## config.mk

```make
export PLATFORM = sky130hd
export DESIGN_NAME = line_follow_pid_differential_drive
export DESIGN_NICKNAME = d
export VERILOG_FILES = /design/src/lfpid_pkg.sv /design/src/lfpid_cfg.sv /design/src/lfpid_front.sv /design/src/lfpid_term.sv /design/src/lfpid_drive.sv /design/src/line_follow_pid_differential_drive.sv
export SDC_FILE = /design/constraint.sdc
export NUM_CORES = 2
export LEC_CHECK = 0
export BUFFER_PORTS_ARGS = -buffer_cell sky130_fd_sc_hd__buf_2
export CAP_MARGIN = 25
export CORE_ASPECT_RATIO = 0.75
export CORE_MARGIN = 2
export CORE_UTILIZATION = 67
export DETAILED_ROUTE_END_ITERATION = 10
export PLACE_DENSITY_LB_ADDON = 0.15
export SETUP_SLACK_MARGIN = 0.02
export SYNTH_ARGS = -nofsm -noshare
export SYNTH_HDL_FRONTEND = slang
export SYNTH_SLANG_ARGS = --single-unit
```

## constraint.sdc

```tcl
create_clock -name clk_i -period 14.6 [get_ports clk_i]
set_input_delay 1.46 -clock clk_i [delete_from_list [all_inputs] [get_ports clk_i]]
set_output_delay 1.46 -clock clk_i [all_outputs]
set_load 0.02 [all_outputs]
```

## src/lfpid_pkg.sv

```systemverilog
// Shared widths, configuration types, register codes and pipeline payload types
// for the line-follow PID controller. No dependencies.
package lfpid_pkg;

  localparam int unsigned PosW      = 13;
  localparam int unsigned ErrW      = 14;
  localparam int unsigned DeltaW    = 15;
  localparam int unsigned SumW      = 24;
  localparam int unsigned GainW     = 24;
  localparam int unsigned TermInW   = 25;
  localparam int unsigned TermW     = 33;
  localparam int unsigned CorrSumW  = 35;
  localparam int unsigned CorrW     = 16;
  localparam int unsigned SpeedW    = 8;
  localparam int unsigned WheelW    = 17;
  localparam int unsigned CfgIdxW   = 3;
  localparam int unsigned CfgDataW  = 24;

  localparam logic signed [SumW-1:0]  SumMax  = 24'sh7FFFFF;
  localparam logic signed [SumW-1:0]  SumMin  = 24'sh800000;
  localparam logic signed [CorrW-1:0] CorrMax = 16'sd32767;
  localparam logic signed [CorrW-1:0] CorrMin = -16'sd32767;

  localparam logic [GainW-1:0]  GainPropRst  = 24'd6226;
  localparam logic [GainW-1:0]  GainIntegRst = 24'd66;
  localparam logic [GainW-1:0]  GainDerivRst = 24'd45875;
  localparam logic [PosW-1:0]   TargetRst    = 13'd3500;
  localparam logic [SpeedW-1:0] BaseRst      = 8'd100;
  localparam logic [SpeedW-1:0] LimitRst     = 8'd140;

  typedef enum logic [CfgIdxW-1:0] {
    REG_GAIN_PROP  = 3'd0,
    REG_GAIN_INTEG = 3'd1,
    REG_GAIN_DERIV = 3'd2,
    REG_TARGET     = 3'd3,
    REG_BASE_SPEED = 3'd4,
    REG_SPEED_LIM  = 3'd5
  } reg_idx_e;

  typedef struct packed {
    logic [GainW-1:0]  gain_prop;
    logic [GainW-1:0]  gain_integ;
    logic [GainW-1:0]  gain_deriv;
    logic [PosW-1:0]   target_position;
    logic [SpeedW-1:0] base_speed;
    logic [SpeedW-1:0] speed_limit;
  } cfg_t;

  // Error terms captured at input transfer, before the state update.
  typedef struct packed {
    logic signed [ErrW-1:0]   err;
    logic signed [DeltaW-1:0] delta;
    logic signed [SumW-1:0]   sum;
  } err_t;

endpackage

```

## src/lfpid_cfg.sv

```systemverilog
// Configuration register file for the line-follow PID controller.
// Depends on lfpid_pkg.
module lfpid_cfg import lfpid_pkg::*; (
  input  logic                clk_i,
  input  logic                rst_ni,
  input  logic                cfg_we_i,
  input  logic [CfgIdxW-1:0]  cfg_idx_i,
  input  logic [CfgDataW-1:0] cfg_data_i,
  output cfg_t                cfg_o
);

  cfg_t cfg_q, cfg_d;

  always_comb begin
    cfg_d = cfg_q;
    if (cfg_we_i) begin
      case (reg_idx_e'(cfg_idx_i))
        REG_GAIN_PROP:  cfg_d.gain_prop       = cfg_data_i[GainW-1:0];
        REG_GAIN_INTEG: cfg_d.gain_integ      = cfg_data_i[GainW-1:0];
        REG_GAIN_DERIV: cfg_d.gain_deriv      = cfg_data_i[GainW-1:0];
        REG_TARGET:     cfg_d.target_position = cfg_data_i[PosW-1:0];
        REG_BASE_SPEED: cfg_d.base_speed      = cfg_data_i[SpeedW-1:0];
        REG_SPEED_LIM:  cfg_d.speed_limit     = cfg_data_i[SpeedW-1:0];
        default:        cfg_d = cfg_q;
      endcase
    end
  end

  always_ff @(posedge clk_i or negedge rst_ni) begin
    if (!rst_ni) begin
      cfg_q.gain_prop       <= GainPropRst;
      cfg_q.gain_integ      <= GainIntegRst;
      cfg_q.gain_deriv      <= GainDerivRst;
      cfg_q.target_position <= TargetRst;
      cfg_q.base_speed      <= BaseRst;
      cfg_q.speed_limit     <= LimitRst;
    end else begin
      cfg_q <= cfg_d;
    end
  end

  assign cfg_o = cfg_q;

endmodule

```

## src/lfpid_front.sv

```systemverilog
// Input stage: error, error delta, saturating error sum and the controller state.
// Depends on lfpid_pkg.
module lfpid_front import lfpid_pkg::*; (
  input  logic            clk_i,
  input  logic            rst_ni,
  input  logic            accept_i,
  input  logic [PosW-1:0] line_position_i,
  input  logic [PosW-1:0] target_i,
  output err_t            stage_o
);

  logic signed [ErrW-1:0]   prev_err_q;
  logic signed [SumW-1:0]   sum_q, sum_d;
  logic signed [ErrW-1:0]   err;
  logic signed [DeltaW-1:0] delta;
  logic signed [SumW:0]     sum_ext;
  err_t                     stage_q, stage_d;

  always_comb begin
    err     = $signed({1'b0, line_position_i}) - $signed({1'b0, target_i});
    delta   = $signed({err[ErrW-1], err}) - $signed({prev_err_q[ErrW-1], prev_err_q});
    sum_ext = $signed({sum_q[SumW-1], sum_q})
            + $signed({{(SumW+1-ErrW){err[ErrW-1]}}, err});
    // Overflow shows as a mismatch of the two top bits.
    if (sum_ext[SumW] != sum_ext[SumW-1]) begin
      sum_d = sum_ext[SumW] ? SumMin : SumMax;
    end else begin
      sum_d = sum_ext[SumW-1:0];
    end
    stage_d.err   = err;
    stage_d.delta = delta;
    stage_d.sum   = sum_q;
  end

  always_ff @(posedge clk_i or negedge rst_ni) begin
    if (!rst_ni) begin
      prev_err_q <= '0;
      sum_q      <= '0;
    end else if (accept_i) begin
      prev_err_q <= err;
      sum_q      <= sum_d;
    end
  end

  always_ff @(posedge clk_i) begin
    if (accept_i) begin
      stage_q <= stage_d;
    end
  end

  assign stage_o = stage_q;

endmodule

```

## src/lfpid_term.sv

```systemverilog
// One PID term: unsigned Q8.16 gain times a signed value, truncated toward zero.
// Depends on lfpid_pkg.
module lfpid_term import lfpid_pkg::*; (
  input  logic [GainW-1:0]          gain_i,
  input  logic signed [TermInW-1:0] value_i,
  output logic signed [TermW-1:0]   term_o
);

  logic                     neg;
  logic [TermInW-1:0]       mag_full;
  logic [GainW-1:0]         mag;
  logic [2*GainW-1:0]       prod;
  logic [TermW-2:0]         shifted;

  always_comb begin
    neg      = value_i[TermInW-1];
    mag_full = neg ? TermInW'(-value_i) : TermInW'(value_i);
    mag      = mag_full[GainW-1:0];
    prod     = gain_i * mag;
    shifted  = prod[2*GainW-1:16];
    term_o   = neg ? -$signed({1'b0, shifted}) : $signed({1'b0, shifted});
  end

endmodule

```

## src/lfpid_drive.sv

```systemverilog
// One wheel: base speed plus or minus the correction, clamped magnitude and direction.
// Depends on lfpid_pkg.
module lfpid_drive import lfpid_pkg::*; (
  input  logic [SpeedW-1:0]       base_i,
  input  logic [SpeedW-1:0]       limit_i,
  input  logic signed [CorrW-1:0] corr_i,
  input  logic                    subtract_i,
  output logic [SpeedW-1:0]       pwm_o,
  output logic                    reverse_o
);

  logic signed [WheelW-1:0] base_ext, corr_ext, speed;
  logic [WheelW-1:0]        mag;

  always_comb begin
    base_ext  = $signed({{(WheelW-SpeedW){1'b0}}, base_i});
    corr_ext  = $signed({corr_i[CorrW-1], corr_i});
    speed     = subtract_i ? base_ext - corr_ext : base_ext + corr_ext;
    reverse_o = speed[WheelW-1];
    mag       = reverse_o ? WheelW'(-speed) : WheelW'(speed);
    if (mag > {{(WheelW-SpeedW){1'b0}}, limit_i}) begin
      pwm_o = limit_i;
    end else begin
      pwm_o = mag[SpeedW-1:0];
    end
  end

endmodule

```

## src/line_follow_pid_differential_drive.sv

```systemverilog
// Line-follow PID controller for a differential-drive robot: one line position in,
// one correction and two wheel commands out. Four register stages: error and state
// update, the three gain products, the saturated PID sum, and the wheel outputs.
// A reading can be transferred in every cycle while the output side does not stall; each
// result passes through the error stage, the gain-product registers, the sum register and
// the output registers, and leaves when out_ready_i accepts it. The error sum and last
// error are updated at input transfer, so consecutive readings need no gap.
// Each stage holds its item only while the stage after it is full and stalled.
// Configuration registers should be written only while no item is in flight.
module line_follow_pid_differential_drive import lfpid_pkg::*; (
  input  logic                clk_i,
  input  logic                rst_ni,
  input  logic                cfg_we_i,
  input  logic [CfgIdxW-1:0]  cfg_idx_i,
  input  logic [CfgDataW-1:0] cfg_data_i,
  input  logic                in_valid_i,
  output logic                in_ready_o,
  input  logic [PosW-1:0]     line_position_i,
  output logic                out_valid_o,
  input  logic                out_ready_i,
  output logic [CorrW-1:0]    correction_o,
  output logic [SpeedW-1:0]   right_pwm_o,
  output logic                right_reverse_o,
  output logic [SpeedW-1:0]   left_pwm_o,
  output logic                left_reverse_o
);

  cfg_t cfg;
  err_t s1;

  logic v1_q, v2_q, v3_q, v4_q;
  logic adv1, adv2, adv3, adv4;
  logic accept;

  logic signed [TermW-1:0]    term_p, term_i, term_d;
  logic signed [TermW-1:0]    term_p_q, term_i_q, term_d_q;
  logic signed [CorrSumW-1:0] corr_sum;
  logic signed [CorrW-1:0]    corr_d, corr_q;
  logic [SpeedW-1:0]          rpwm, lpwm;
  logic                       rrev, lrev;

  logic [CorrW-1:0]  correction_q;
  logic [SpeedW-1:0] right_pwm_q, left_pwm_q;
  logic              right_reverse_q, left_reverse_q;

  assign adv4       = !v4_q || out_ready_i;
  assign adv3       = !v3_q || adv4;
  assign adv2       = !v2_q || adv3;
  assign adv1       = !v1_q || adv2;
  assign in_ready_o = adv1;
  assign accept     = in_valid_i && adv1;

  lfpid_cfg u_cfg (
    .clk_i      (clk_i),
    .rst_ni     (rst_ni),
    .cfg_we_i   (cfg_we_i),
    .cfg_idx_i  (cfg_idx_i),
    .cfg_data_i (cfg_data_i),
    .cfg_o      (cfg)
  );

  lfpid_front u_front (
    .clk_i           (clk_i),
    .rst_ni          (rst_ni),
    .accept_i        (accept),
    .line_position_i (line_position_i),
    .target_i        (cfg.target_position),
    .stage_o         (s1)
  );

  lfpid_term u_term_p (
    .gain_i  (cfg.gain_prop),
    .value_i ({{(TermInW-ErrW){s1.err[ErrW-1]}}, s1.err}),
    .term_o  (term_p)
  );

  lfpid_term u_term_i (
    .gain_i  (cfg.gain_integ),
    .value_i ({s1.sum[SumW-1], s1.sum}),
    .term_o  (term_i)
  );

  lfpid_term u_term_d (
    .gain_i  (cfg.gain_deriv),
    .value_i ({{(TermInW-DeltaW){s1.delta[DeltaW-1]}}, s1.delta}),
    .term_o  (term_d)
  );

  always_comb begin
    corr_sum = $signed({{(CorrSumW-TermW){term_p_q[TermW-1]}}, term_p_q})
             + $signed({{(CorrSumW-TermW){term_i_q[TermW-1]}}, term_i_q})
             + $signed({{(CorrSumW-TermW){term_d_q[TermW-1]}}, term_d_q});
    if (corr_sum > $signed({{(CorrSumW-CorrW){1'b0}}, CorrMax})) begin
      corr_d = CorrMax;
    end else if (corr_sum < $signed({{(CorrSumW-CorrW){1'b1}}, CorrMin})) begin
      corr_d = CorrMin;
    end else begin
      corr_d = corr_sum[CorrW-1:0];
    end
  end

  lfpid_drive u_right (
    .base_i     (cfg.base_speed),
    .limit_i    (cfg.speed_limit),
    .corr_i     (corr_q),
    .subtract_i (1'b0),
    .pwm_o      (rpwm),
    .reverse_o  (rrev)
  );

  lfpid_drive u_left (
    .base_i     (cfg.base_speed),
    .limit_i    (cfg.speed_limit),
    .corr_i     (corr_q),
    .subtract_i (1'b1),
    .pwm_o      (lpwm),
    .reverse_o  (lrev)
  );

  always_ff @(posedge clk_i or negedge rst_ni) begin
    if (!rst_ni) begin
      v1_q <= 1'b0;
      v2_q <= 1'b0;
      v3_q <= 1'b0;
      v4_q <= 1'b0;
    end else begin
      if (adv1) begin
        v1_q <= in_valid_i;
      end
      if (adv2) begin
        v2_q <= v1_q;
      end
      if (adv3) begin
        v3_q <= v2_q;
      end
      if (adv4) begin
        v4_q <= v3_q;
      end
    end
  end

  always_ff @(posedge clk_i) begin
    if (adv2 && v1_q) begin
      term_p_q <= term_p;
      term_i_q <= term_i;
      term_d_q <= term_d;
    end
    if (adv3 && v2_q) begin
      corr_q <= corr_d;
    end
    if (adv4 && v3_q) begin
      correction_q    <= corr_q;
      right_pwm_q     <= rpwm;
      right_reverse_q <= rrev;
      left_pwm_q      <= lpwm;
      left_reverse_q  <= lrev;
    end
  end

  assign out_valid_o     = v4_q;
  assign correction_o    = correction_q;
  assign right_pwm_o     = right_pwm_q;
  assign right_reverse_o = right_reverse_q;
  assign left_pwm_o      = left_pwm_q;
  assign left_reverse_o  = left_reverse_q;

endmodule

```

==> metrics.md <==
| Metric | Value |
|---|---|
| CTS tree | built |
| Site Rows | 106 |
| Max-cap viol count | 0 |
| Max-slew violations | 0 |
| Critical Path AT | 11.54 ns |
| Die Ht | 295.1 microns |
| Fmax | 0.08926 GHz |
| Hold WS | 0.4913 ns |
| Rel. slew slack | 22.92% |
| Min-Delay Path Class | reg2reg |
| RSZ-0062 raised after global routing | no |
| DRT iter0 DRCs | 5,343 |
| DP HPWL | 164.5 mm |
| H-tree lvl count | 2 |
| Adder-cell share of the synthesized area | 49.66% |
| Crit share post-route | 76.74% |
| Seq cells post-synth | 345 |
| Total CTS buffers | 39 |
| Layout fillers | 8,340 |
| Die width | 392.2 microns |
| Cell taking the most area after synthesis | fa_1 |
| Antenna viol nets, final | 0 |
| Yosys cell types | 95 |
| Main combinational cell family by area after synthesis | adder cells |
| Worst Reg2Reg Path Length in Cells | 31 |
| 1st-pass router iterations | 6 |
| Synthesized instance count | 8,008 |
| Initial Utilization | 67.72% |
| Commonest cells in the netlist | inv_1 (1,668), fa_1 (1,482), nand2_1 (1,093), ha_1 (634), and2_1 (316) |
| Worst Clk Skew | 0.03716 ns |
| Clk_lat worst skew | 0.60 ns |
| Vias in the first global route | 60.71k |
| Sequential element share of the synthesized area | 12.78% |
| Die area | 115,700 sq um |
| Post-route setup TNS | 0 ns |
| Share of layout cells above drive strength 1 | 5.877% |
| Global Route Usage Sum | 37.06% |
| Max clock buf depth | 3 |
| Startpoint Class | flop |
| Area contributors post-synth | fa_1 (39%), ha_1 (10%), inv_1 (8.3%) |
| Yosys Warn Count | 0 |
| Grt total ovfl | 0 |
| Core box area | 111,800 sq um |
| Worst Path Max Fanout | 24 |
| Most common cell in the netlist | inv_1 |
| Total number of vias | 57.83k |
| Final setup violation count | 0 |
| Top-Level Pins | 81 |
| Cell mode on critical path | fa_1 |
| Kind of critical path | reg2reg |
| Nets@finish | 10.54k |
| CTS resizes | 0 |
| Mapped cell area | 75,720 sq um |
| CTS Hold Bufs | 0 |
| Mean Syn Cell Area | 9.455 sq um |
| Final Hold Viols | 0 |
| Complex-gate fraction of the synthesized area | 8.381% |
| Synth Flop Type | edfxtp_1 |
| Wirelength per Cell | 20.66 microns |
| Synth Area in Simple Gates | 13.93% |
| Worst EP required | 14.93 ns |
| Largest net degree at the start of global routing | 79 |
| Avg Vias per Cell | 5.824 |
| Post-synth EDFFs | 202 |
| Initial antenna violation count | 12 |
| First-pass GRT wire length | 331.8 mm |
| Number of port buffers | 80 |
| Area delta synth->final | 7.254% |
| Worst-margin pin slew | 1.144 ns |
| Crit path max-delay cell type | a211oi_1 |
| Placer Congestion | 0.9894 |
| Post-CTS setup buffer count | 0 |
| Critical Path End Type | flop |
| Routed WL | 205.2 mm |
| Max stage delay on crit path | 0.74 ns |
| Clock-pin transition on the worst setup and hold timing paths | 0.08 ns |
| Status | completed |
| Root Buffer | clkbuf_16 |
| Synth top area share | 39.18% |
| Synth Area in XOR/XNOR | 3.482% |
| Hold path cells | 0 |
| DR DRC count | 0 |
| Post-layout min period | 11.20 ns |
| Fraction of synthesized area in multiplexers | 1.956% |
| Clock sinks | 345 |
| Asr flop ratio synth | 41.45% |
[critical path: cells and delay by family (launching register included)]
family | cells | cell delay (ns)
AND/OR/NAND/NOR | 12 | 3.76
adder cells (fa/ha/maj) | 8 | 3.59
AO/OA/AOI/OAI | 6 | 2.44
flip-flops | 1 | 0.51
buffers and inverters | 4 | 0.50
XOR/XNOR | 1 | 0.17
[cells by family after synthesis]
| family | Yosys count |
|---|---|
| other | 2 |
| AND/OR/NAND/NOR | 2178 |
| multiplexers | 131 |
| AO/OA/AOI/OAI | 961 |
| flip-flops | 345 |
| buffers and inverters | 1974 |
| adder cells (fa/ha/maj) | 2116 |
| XOR/XNOR | 301 |
[final timing paths]
check / from / endpoint / slack (ns)
worst max-delay path: u_front.stage_o[26] / term_d_q[32] / 3.40
worst min-delay path: u_front.sum_q[17] / u_front.stage_o[17] / 0.49
worst max register to register: u_front.stage_o[26] / term_d_q[32] / 3.40
worst min register to register: u_front.sum_q[17] / u_front.stage_o[17] / 0.49
max in group asynchronous: rst_ni / u_cfg.cfg_o[34] / 11.94
min in group asynchronous: rst_ni / u_cfg.cfg_o[28] / 0.82
[sequential cells by signal, summed over array words and instances (netlist names), 8 cells and up]
register and flops:
u_cfg.cfg_o 101, u_front.stage_o 53, term_d_q 33, term_i_q 33
term_p_q 33, u_front.sum_q 24, corr_q 16, correction_o 16
u_front.prev_err_q 14, left_pwm_o 8, right_pwm_o 8
[through the flow]
step	worst slack, ns	util, %	instance area (sq um)	cells
after global routing	2.756	72.61	81190	9919
after detailed placement	3.551	71.37	79790	9840
after CTS	3.516	72.54	81100	9912
after global placement	3.818	71.32	79740	9837
after floorplan	4.440	-	77420	8462
final	3.397	72.64	81210	9929
[final cells by class]
cell class | instances | area, sq um | share of cell area (%)
Antenna cell | 12 | 30.03 | 0.03698
Clock buffer | 46 | 1033 | 1.273
Clock inverter | 26 | 276.5 | 0.3405
Inverter | 1671 | 6274 | 7.725
Multi-Input combinational cell | 6143 | 60840 | 74.91
Sequential cell | 345 | 9681 | 11.92
Tap cell | 1512 | 1892 | 2.329
Timing Repair Buffer | 174 | 1186 | 1.461
[metal layers]
layer	global-route usage, %	routed length, microns	vias to the layer above
met1	53.20	84500	28920
met4	10.57	6353	12
met5	0	83	-
met3	9.895	24780	421
li1	-	-	25420
met2	55.86	89440	3055
[cells in the final DEF, fill, tap and decap left out, types with 114 or more instances in the layout]
| cell | Yosys | final |
|---|---|---|
| a21oi_1 | 237 | 237 |
| and2_1 | 316 | 315 |
| conb_1 | 2 | 456 |
| dfrtp_1 | 114 | 114 |
| edfxtp_1 | 202 | 202 |
| fa_1 | 1482 | 1482 |
| ha_1 | 634 | 634 |
| inv_1 | 1668 | 1667 |
| mux2_2 | 116 | 116 |
| nand2_1 | 1093 | 1093 |
| nor2_1 | 164 | 164 |
| nor2b_1 | 151 | 150 |
| o21ai_0 | 216 | 216 |
| xnor2_1 | 211 | 172 |
Power is left out: the tool's default activity adds up to more than one toggle a clock period on the data nets, which glitch-free logic cannot reach.
